`config.mk`:
```
export PLATFORM = sky130hd
export DESIGN_NAME = first_fit_contiguous_allocator
export DESIGN_NICKNAME = d
export VERILOG_FILES = /design/src/rtl/ffca_pkg.sv /design/src/rtl/ffca_cell.sv /design/src/rtl/ffca_ctrl.sv /design/src/rtl/first_fit_contiguous_allocator.sv
export SDC_FILE = /design/constraint.sdc
export NUM_CORES = 2
export LEC_CHECK = 0
export BUFFER_PORTS_ARGS = -buffer_cell sky130_fd_sc_hd__buf_2
export CAP_MARGIN = 15
export CORE_AREA = 2 2 349 351
export CTS_CLUSTER_DIAMETER = 150
export DETAILED_ROUTE_END_ITERATION = 7
export DIE_AREA = 0 0 351 353
export HOLD_SLACK_MARGIN = 0.15
export PLACE_DENSITY_LB_ADDON = 0.12
export SYNTH_ARGS = -nofsm -noshare
export SYNTH_HDL_FRONTEND = slang
export SYNTH_SLANG_ARGS = --single-unit
export TNS_END_PERCENT = 5
```
`constraint.sdc`:
```
create_clock -name clk -period 7.4 [get_ports clk]
set_input_delay 0 -clock clk [delete_from_list [all_inputs] [get_ports clk]]
set_output_delay 0 -clock clk [all_outputs]
set_load 0.02 [all_outputs]
```
`src/rtl/ffca_pkg.sv`:
```
// ============================================================================
// ffca_pkg
// Shared types and constants of the first-fit contiguous block allocator.
// ============================================================================
package ffca_pkg;

    localparam int NUM_BLOCKS = 64;
    localparam int MAX_FILES  = 64;

    // block number and run length / block count widths
    localparam int BLK_W  = $clog2(NUM_BLOCKS);
    localparam int CNT_W  = $clog2(NUM_BLOCKS + 1);
    localparam int FILE_W = $clog2(MAX_FILES + 1);

    // result field widths
    localparam int STATUS_W = 2;
    localparam int FIELD_W  = 6;
    localparam int REQ_W    = 7;
    localparam int IN_TDATA_W  = 8;
    localparam int OUT_TDATA_W = 24;

    // configuration port
    localparam int ADDR_W = 3;
    localparam int DATA_W = 32;
    localparam logic [ADDR_W-3:0] REG_TOTAL_BLOCKS = '0;
    localparam logic [CNT_W-1:0]  TOTAL_BLOCKS_RST = CNT_W'(NUM_BLOCKS);

    // result status codes
    localparam logic [STATUS_W-1:0] ST_OK      = 2'd0;
    localparam logic [STATUS_W-1:0] ST_NOSPACE = 2'd1;
    localparam logic [STATUS_W-1:0] ST_FULL    = 2'd2;

    // scan token handed from cell to cell
    typedef struct packed {
        logic             valid;
        logic [CNT_W-1:0] run_len;
        logic [BLK_W-1:0] run_start;
        logic             hit;
        logic [BLK_W-1:0] first;
        logic [BLK_W-1:0] last;
    } tok_t;

    // broadcast command that marks a run of blocks used
    typedef struct packed {
        logic             valid;
        logic [BLK_W-1:0] first;
        logic [BLK_W-1:0] last;
    } mark_t;

endpackage

```
`src/rtl/ffca_cell.sv`:
```
// ============================================================================
// ffca_cell
// One disk block: holds its used bit and advances the scan token one step.
// ============================================================================
module ffca_cell
    import ffca_pkg::*;
(
    input  logic             clk,
    input  logic             rst_n,
    input  logic [BLK_W-1:0] cell_index,
    input  logic [CNT_W-1:0] req_size,
    input  logic [CNT_W-1:0] limit,
    input  mark_t            mark,
    input  tok_t             tok_in,
    output tok_t             tok_out
);

    logic used_reg;
    logic used_next;
    tok_t tok_reg;
    tok_t tok_next;
    logic in_range;
    logic [CNT_W-1:0] len_inc;

    assign in_range = {1'b0, cell_index} < limit;
    assign len_inc  = tok_in.run_len + CNT_W'(1);

    // extend or break the free run, flag the first fit
    always_comb
    begin
        tok_next = tok_in;
        if (tok_in.valid && !tok_in.hit && in_range)
        begin
            if (used_reg)
            begin
                tok_next.run_len = '0;
            end
            else
            begin
                tok_next.run_len = len_inc;
                if (tok_in.run_len == '0)
                begin
                    tok_next.run_start = cell_index;
                end
                if (len_inc == req_size)
                begin
                    tok_next.hit   = 1'b1;
                    tok_next.first = tok_next.run_start;
                    tok_next.last  = cell_index;
                end
            end
        end
    end

    // mark the block used when it falls inside the granted run
    always_comb
    begin
        used_next = used_reg;
        if (mark.valid && cell_index >= mark.first && cell_index <= mark.last)
        begin
            used_next = 1'b1;
        end
    end

    always_ff @(posedge clk or negedge rst_n)
    begin
        if (!rst_n)
        begin
            used_reg <= 1'b0;
            tok_reg  <= '0;
        end
        else
        begin
            used_reg <= used_next;
            tok_reg  <= tok_next;
        end
    end

    assign tok_out = tok_reg;

endmodule

```
`src/rtl/ffca_ctrl.sv`:
```
// ============================================================================
// ffca_ctrl
// Request sequencer: launches the scan, marks the run, holds the result.
// ============================================================================
module ffca_ctrl
    import ffca_pkg::*;
(
    input  logic                   clk,
    input  logic                   rst_n,
    input  logic                   s_tvalid,
    output logic                   s_tready,
    input  logic [IN_TDATA_W-1:0]  s_tdata,   // [6:0] request_size
    output logic                   m_tvalid,
    input  logic                   m_tready,
    output logic [OUT_TDATA_W-1:0] m_tdata,   // [1:0] status, [7:2] start_block,
                                              // [13:8] end_block, [19:14] file_index
    output logic [CNT_W-1:0]       req_size,
    output tok_t                   tok_head,
    input  tok_t                   tok_tail,
    output mark_t                  mark
);

    typedef enum logic [3:0] {
        ST_IDLE = 4'b0001,
        ST_SCAN = 4'b0010,
        ST_MARK = 4'b0100,
        ST_RESP = 4'b1000
    } state_t;

    state_t                state_reg, state_next;
    logic                  inject_reg, inject_next;
    logic [FILE_W-1:0]     files_reg, files_next;
    logic [CNT_W-1:0]      size_reg, size_next;
    logic [STATUS_W-1:0]   res_status_reg, res_status_next;
    logic [BLK_W-1:0]      res_first_reg, res_first_next;
    logic [BLK_W-1:0]      res_last_reg, res_last_next;
    logic                  out_valid_reg, out_valid_next;
    logic [OUT_TDATA_W-1:0] out_data_reg, out_data_next;
    logic                  accept;
    logic                  out_free;
    logic [REQ_W-1:0]      in_size;

    assign in_size  = s_tdata[REQ_W-1:0];
    assign s_tready = (state_reg == ST_IDLE);
    assign accept   = s_tvalid && s_tready;
    assign out_free = !out_valid_reg || m_tready;

    always_comb
    begin
        state_next      = state_reg;
        inject_next     = 1'b0;
        files_next      = files_reg;
        size_next       = size_reg;
        res_status_next = res_status_reg;
        res_first_next  = res_first_reg;
        res_last_next   = res_last_reg;
        out_valid_next  = out_valid_reg && !m_tready;
        out_data_next   = out_data_reg;
        mark            = '0;
        unique case (state_reg)
            ST_IDLE:
            begin
                if (accept)
                begin
                    size_next      = CNT_W'(in_size);
                    res_first_next = '0;
                    res_last_next  = '0;
                    if (files_reg >= FILE_W'(MAX_FILES))
                    begin
                        res_status_next = ST_FULL;
                        state_next      = ST_RESP;
                    end
                    else if (in_size == '0 || in_size > REQ_W'(NUM_BLOCKS))
                    begin
                        res_status_next = ST_NOSPACE;
                        state_next      = ST_RESP;
                    end
                    else
                    begin
                        inject_next = 1'b1;
                        state_next  = ST_SCAN;
                    end
                end
            end
            ST_SCAN:
            begin
                // wait for the token to leave the last cell
                if (tok_tail.valid)
                begin
                    if (tok_tail.hit)
                    begin
                        res_status_next = ST_OK;
                        res_first_next  = tok_tail.first;
                        res_last_next   = tok_tail.last;
                        state_next      = ST_MARK;
                    end
                    else
                    begin
                        res_status_next = ST_NOSPACE;
                        state_next      = ST_RESP;
                    end
                end
            end
            ST_MARK:
            begin
                mark.valid = 1'b1;
                mark.first = res_first_reg;
                mark.last  = res_last_reg;
                state_next = ST_RESP;
            end
            ST_RESP:
            begin
                if (out_free)
                begin
                    out_valid_next = 1'b1;
                    out_data_next  = '0;
                    out_data_next[1:0]   = res_status_reg;
                    out_data_next[7:2]   = FIELD_W'(res_first_reg);
                    out_data_next[13:8]  = FIELD_W'(res_last_reg);
                    if (res_status_reg == ST_OK)
                    begin
                        out_data_next[19:14] = FIELD_W'(files_reg);
                        files_next           = files_reg + FILE_W'(1);
                    end
                    state_next = ST_IDLE;
                end
            end
            default:
            begin
                state_next = ST_IDLE;
            end
        endcase
    end

    always_ff @(posedge clk or negedge rst_n)
    begin
        if (!rst_n)
        begin
            state_reg     <= ST_IDLE;
            inject_reg    <= 1'b0;
            files_reg     <= '0;
            out_valid_reg <= 1'b0;
        end
        else
        begin
            state_reg     <= state_next;
            inject_reg    <= inject_next;
            files_reg     <= files_next;
            out_valid_reg <= out_valid_next;
        end
    end

    always_ff @(posedge clk)
    begin
        size_reg       <= size_next;
        res_status_reg <= res_status_next;
        res_first_reg  <= res_first_next;
        res_last_reg   <= res_last_next;
        out_data_reg   <= out_data_next;
    end

    // launch a fresh token into block zero
    always_comb
    begin
        tok_head       = '0;
        tok_head.valid = inject_reg;
    end

    assign req_size = size_reg;
    assign m_tvalid = out_valid_reg;
    assign m_tdata  = out_data_reg;

endmodule

```
`src/rtl/first_fit_contiguous_allocator.sv`:
```
// Sequence: a request is scanned by a token walking the row of block cells one cell per
//   cycle; a granted run is then marked, and the result is registered. A zero size, a size
//   above NUM_BLOCKS or a full table skips the scan and goes straight to the result.
// Only one request is in flight: no new request is taken until its result is registered.
// Reset: all blocks free, file count zero, total_blocks back to 64; no clearing pass.
// ============================================================================
// first_fit_contiguous_allocator
// First-fit contiguous disk block allocator built from a chain of block cells.
// ============================================================================
module first_fit_contiguous_allocator
    import ffca_pkg::*;
(
    input  logic                   clk,
    input  logic                   rst_n,
    input  logic                   s_tvalid,
    output logic                   s_tready,
    input  logic [IN_TDATA_W-1:0]  s_tdata,   // [6:0] request_size
    output logic                   m_tvalid,
    input  logic                   m_tready,
    output logic [OUT_TDATA_W-1:0] m_tdata,   // [1:0] status, [7:2] start_block,
                                              // [13:8] end_block, [19:14] file_index
    input  logic                   psel,
    input  logic                   penable,
    input  logic                   pwrite,
    input  logic [ADDR_W-1:0]      paddr,
    input  logic [DATA_W-1:0]      pwdata,
    output logic [DATA_W-1:0]      prdata,
    output logic                   pready
);

    logic [CNT_W-1:0] total_blocks_reg, total_blocks_next;
    logic [CNT_W-1:0] limit;
    logic [CNT_W-1:0] req_size;
    logic             reg_hit;
    mark_t            mark;
    tok_t             tok_chain [NUM_BLOCKS+1];

    // configuration register
    assign pready  = 1'b1;
    assign reg_hit = (paddr[ADDR_W-1:2] == REG_TOTAL_BLOCKS);

    always_comb
    begin
        total_blocks_next = total_blocks_reg;
        if (psel && penable && pwrite && reg_hit)
        begin
            total_blocks_next = pwdata[CNT_W-1:0];
        end
    end

    always_ff @(posedge clk or negedge rst_n)
    begin
        if (!rst_n)
        begin
            total_blocks_reg <= TOTAL_BLOCKS_RST;
        end
        else
        begin
            total_blocks_reg <= total_blocks_next;
        end
    end

    assign prdata = reg_hit ? DATA_W'(total_blocks_reg) : '0;

    // clamp the scanned block count
    assign limit = (total_blocks_reg > CNT_W'(NUM_BLOCKS)) ? CNT_W'(NUM_BLOCKS)
                                                            : total_blocks_reg;

    ffca_ctrl u_ctrl (
        .clk      (clk),
        .rst_n    (rst_n),
        .s_tvalid (s_tvalid),
        .s_tready (s_tready),
        .s_tdata  (s_tdata),
        .m_tvalid (m_tvalid),
        .m_tready (m_tready),
        .m_tdata  (m_tdata),
        .req_size (req_size),
        .tok_head (tok_chain[0]),
        .tok_tail (tok_chain[NUM_BLOCKS]),
        .mark     (mark)
    );

    // row of block cells
    for (genvar g = 0; g < NUM_BLOCKS; g++)
    begin : g_cell
        ffca_cell u_cell (
            .clk        (clk),
            .rst_n      (rst_n),
            .cell_index (BLK_W'(g)),
            .req_size   (req_size),
            .limit      (limit),
            .mark       (mark),
            .tok_in     (tok_chain[g]),
            .tok_out    (tok_chain[g+1])
        );
    end

endmodule

```
# After elaboration in Yosys (flattened, before gate mapping)
# Cells that the tools add are included.
# word_totals
input_bits	50
reg_bits	1840
elab_cells	1536
# op_classes
eq_ne	73
n_reduce_logical	399
n_mux	347
magnitude_cmp	195
addsub	64
bitwise	1
# ops
cell	n
$mux W26	62
$mux W19	62
$mux W13	68
$add A7 B1 Y7 const B	64
$logic_not A7 Y1	64
$mux W7	64
$eq A7 B7 Y1	63
$mux W6	68
$logic_and A1 B1 Y1	260
$lt A6 B7 Y1 const A	32
$ge A6 B6 Y1 const A	32
$le A6 B6 Y1 const A	32
$lt A5 B7 Y1 const A	16
$ge A5 B6 Y1 const A	16
$le A5 B6 Y1 const A	16
$logic_not A1 Y1	65
$lt A4 B7 Y1 const A	8
$ge A4 B6 Y1 const A	8
$le A4 B6 Y1 const A	8
$lt A3 B7 Y1 const A	4
$ge A3 B6 Y1 const A	4
$le A3 B6 Y1 const A	4
$mux W4	6
$pmux W6 S2	2
28 further kinds	51

# Depth between registers and ports, before layout
# logic_depth
ltp_word	6
depth_mapped	10
depth_no_buf	7

# Cells and area by module
# From an unflattened synthesis, not the netlist that was laid out.
# unflattened
cells_unflattened	11534
area_unflattened_um2	122835.3
# by_module_without_submodules
mod	cells_each	area_per_inst_um2	instances	seq_area_each_um2
ffca_cell at g_cell[0].u_cell ...	176	1869.3	58	700.7
ffca_cell at g_cell[62].u_cell ...	182	1913.1	5	700.7
ffca_ctrl	179	2393.5	1	1557.7
ffca_cell at g_cell[9].u_cell	180	1873.0	1	700.7
first_fit_contiguous_allocator	57	584.3	1	176.4

# Worst setup path before layout
# Ideal clock, no wire load.
# synth_timing
path_type	register -> register
startpoint	register u_ctrl.state_reg[3]
endpoint	register u_ctrl.files_reg[5]
arrival_time_ns	2.719
period_less_slack_ns	2.841
path_buffers	1
slack_ns	4.559
t_required_ns	7.277
stages_incl_launch_ff	7
cell_sequence	dfrtp_1 clkbuf_1 or4b_2 nor2_1 and4_1 nand3_1 xnor2_1
# synth_between
elab_chain_len	2
# synth_lines
element	line_no	text
start, declared	ffca_ctrl.sv:30	state_t state_reg, state_next;
start signal, assigned	ffca_ctrl.sv:146	state_reg <= state_next;
$eq A4 B4 Y1	ffca_ctrl.sv:60	unique case (state_reg)
$reduce_and A3 Y1 (no source line)	-	
end signal, assigned	ffca_ctrl.sv:148	files_reg <= files_next;
end, declared	ffca_ctrl.sv:32	logic [FILE_W-1:0] files_reg, files_next;
# Every way passes these cells.
# A chain may end at the register's enable or synchronous reset.

==> metrics.cfg <==
[outcome]
status=finished clean

[floorplanning]
initial_core_util_pct=64.4
die_h_microns=353
num_rows=128
die_w_microns=351
pin_count=109
core_area_sq_um=121000
design.die.area_sq_um=124000

[grt]
track_usage_pct=30.3
antenna_found_initial=4
overflow=0
grt_pass1_wl_microns=295000
grt_max_degree=178
grt_pass1_vias=53600

[critical_path]
worstPathArrival_ns=4.74
crit_type=register to register
r2r_start=u_ctrl.req_size[2]
path_max_fanout=13
crit_chain=buf_4, clkinv_1, buf_4, xnor2_1, o211a_1, nand4_1, mux2_2
cpMaxStageDelayCell=edfxtp_1
rrSetupSlack_ns=3.35
cp_common_cell=buf_4
worst_setup_path_end_kind=register
rr_worst_depth=7
timing.rr.end=g_cell[57].u_cell.tok_out[9]
slowest_delay_ns=0.83
cp-start-kind=register
cp_num_buf_inv=3
required_ns=8.08
cpLargestDelayFamily=buffers and inverters

[placement]
io_buffers=50
hpwl_microns=122000
gp_congestion=0.909

[synth]
synthArstFlopShare_pct=97.5
netlist_top_cells_count=1,587 x dfrtp_1, 612 x nand2_1, 463 x o21ai_0, 418 x nand2b_1, 402 x inv_1
synth_top_cells_by_area=dfrtp_1 51%, xnor2_1 3.9%, nand2b_1 3.4%
ys_types=97
yosys.area.top_type_share_pct=51.1
ys_ff_latch=1630
synth_area_sq_um=77700
avgSynthCellArea_sq_um=10.3
yosysMostFrequentCell=dfrtp_1
synthFlopType=dfrtp_1
syn_inst=7564
ys_seq_area_share_pct=52.8
synth.largest_area_cell=dfrtp_1
ys_warn_count=0
synth_edf_count=41

[final_layout]
area_growth_pct=9.88
multi_input_area_sq_um=33400
largest_reg_flops=1505
nets=7691
drive_gt1_share_pct=13.3
ff_latch_area_sq_um=41000
fillers=8662

[power_and_ir_drop]
switchingPower_uw=4010
switching_share_pct=22.1
p_per_area_nw_per_um2=213
p_comb_share_pct=3.0
p_leak_uw=0.0402
p_int_uw=14200
seq_power_share_pct=49.4
p_clk_share_pct=47.6
ir_drop_mv=0.264

[cts]
ctsHoldBuffers=43
cts_root_buffer=clkbuf_16
cts_buffers=169
cts_setup_buffers=0
htree_num_levels=4
clock_path_buffers=3
clk_pin_slew_ns=0.06
clock_latency_ns=0.80
cts_resized=0
clock-sinks=1630
cts_tree=built

[drt]
final_antenna_net_count=0
dr_total_vias=54300
first_pass_iters=6
viasPerCell=5.85
wl_met3_microns=12800
top_layer=met4
drt_iter0_markers=4587
routed-wl-met2_microns=86600
wl_met1_microns=78700
drt_wl_total_microns=184000
drc_errors=0
wire_per_inst_microns=19.9

[worst_hold_path]
hold_end=u_ctrl.inject_reg
whs_path_depth=4
min_from=s_tvalid
hold_path_class=primary input to register

[timing]
period_needed_ns=4.05
skew_ns=0.0275
drv_slew=0
tightestPinTransition_ns=1.20
post-route-period-util_pct=54.8
final-hold-violation-count=0
setup_viol=0
rsz0062_at_grt=false
whs_ns=0.298
timing.fmax_ghz=0.247
tns_ns=0
slew_headroom_pct=19.7

[job]
cap_violations=0

## cell type report
cell class              count  share of cell area (%)
multi-input cells        5103                    39.1
clock buffers             249                    5.79
clock inverters            56                   0.906
repair buffers            207                    2.04
diodes                      2                 0.00586
well taps                1625                    2.38
flip-flops and latches   1630                    48.0
inverters                 404                    1.78
## through the flow
stage          util, %  total power [uW]  std cells  worst slack, ns  instance area, sq um
2_1_floorplan        -              9320       7592             4.56                 77800
3_3_place_gp      65.7              9640       8923             3.42                 79200
3_5_place_dp      65.7              9650       8923             3.41                 79200
4_1_cts           70.8             18300       9271             3.39                 85400
5_1_grt           70.8             18700       9274             3.26                 85400
6_report          70.8             18200       9276             3.35                 85400
## kinds of logic (layout without fill, tap and decap cells)
| group | count (synthesis) | count (layout) | synth area share [%] |
|---|---|---|---|
| AOI/OAI and AO/OA | 1140 | 1140 | 8.98 |
| DFF | 1630 | 1630 | 52.8 |
| adders and majority gates | 126 | 126 | 2.03 |
| and+or+nand+nor | 2909 | 2909 | 20.5 |
| muxes | 358 | 358 | 4.93 |
| other | 2 | 32 | 0.00966 |
| buffers and inverters | 859 | 916 | 4.62 |
| xor gates and xnor gates | 540 | 540 | 6.14 |
## layout by cell type, fill, tap and decap left out, drive strengths merged, types with 22 or more instances in the layout
cell	instances
o31ai	25
o21ai	472
dlygate4sd3	42
and3	70
o2111ai	40
edfxtp	41
a31oi	64
o211ai	22
or3	61
xnor2	345
and4	22
xor2	192
a21o	56
buf	165
conb	30
and2	189
nand4	39
or2	308
inv	410
a21oi	258
mux2	186
clkbuf	249
a31o	25
dfrtp	1587
nand2b	418
nor2	226
nor4	97
ha	126
clkinv	31
nor2b	196
nand3	218
nor3	286
a211o	28
mux2i	172
nand2	613
nand3b	74
## worst max-delay path by stage
| stage | start | to | cells after the start |
|---|---|---|---|
| global placement | u_ctrl.req_size[2] | g_cell[57].u_cell.tok_out[9] | 7 |
| global route | u_ctrl.req_size[2] | g_cell[57].u_cell.tok_out[11] | 7 |
| floorplan | u_ctrl.state_reg[3] | u_ctrl.files_reg[5] | 6 |
| finish | u_ctrl.req_size[2] | g_cell[57].u_cell.tok_out[9] | 7 |
| detailed placement | u_ctrl.req_size[2] | g_cell[57].u_cell.tok_out[9] | 7 |
| CTS | u_ctrl.req_size[2] | g_cell[57].u_cell.tok_out[9] | 7 |
## worst min-delay path: cells and delay by family
family / cells / cell delay [ns]
buffers and inverters: 2 / 0.74
and+or+nand+nor: 2 / 0.28
## layer usage
metal  up-vias  track usage, %
li1      25300               -
met1     26800            42.4
met2      1820            47.8
met3       407            5.43
met4         0            11.0
met5         -               0
## power groups by stage
stage	clock, uW	combinational (uW)	sequential [uW]
finish	8640	545	8980
global route	9180	585	8970
CTS	8780	542	8980
detailed placement	0	511	9140
global placement	0	505	9140
floorplan	0	195	9120
(Power assumes the default switching activity.)
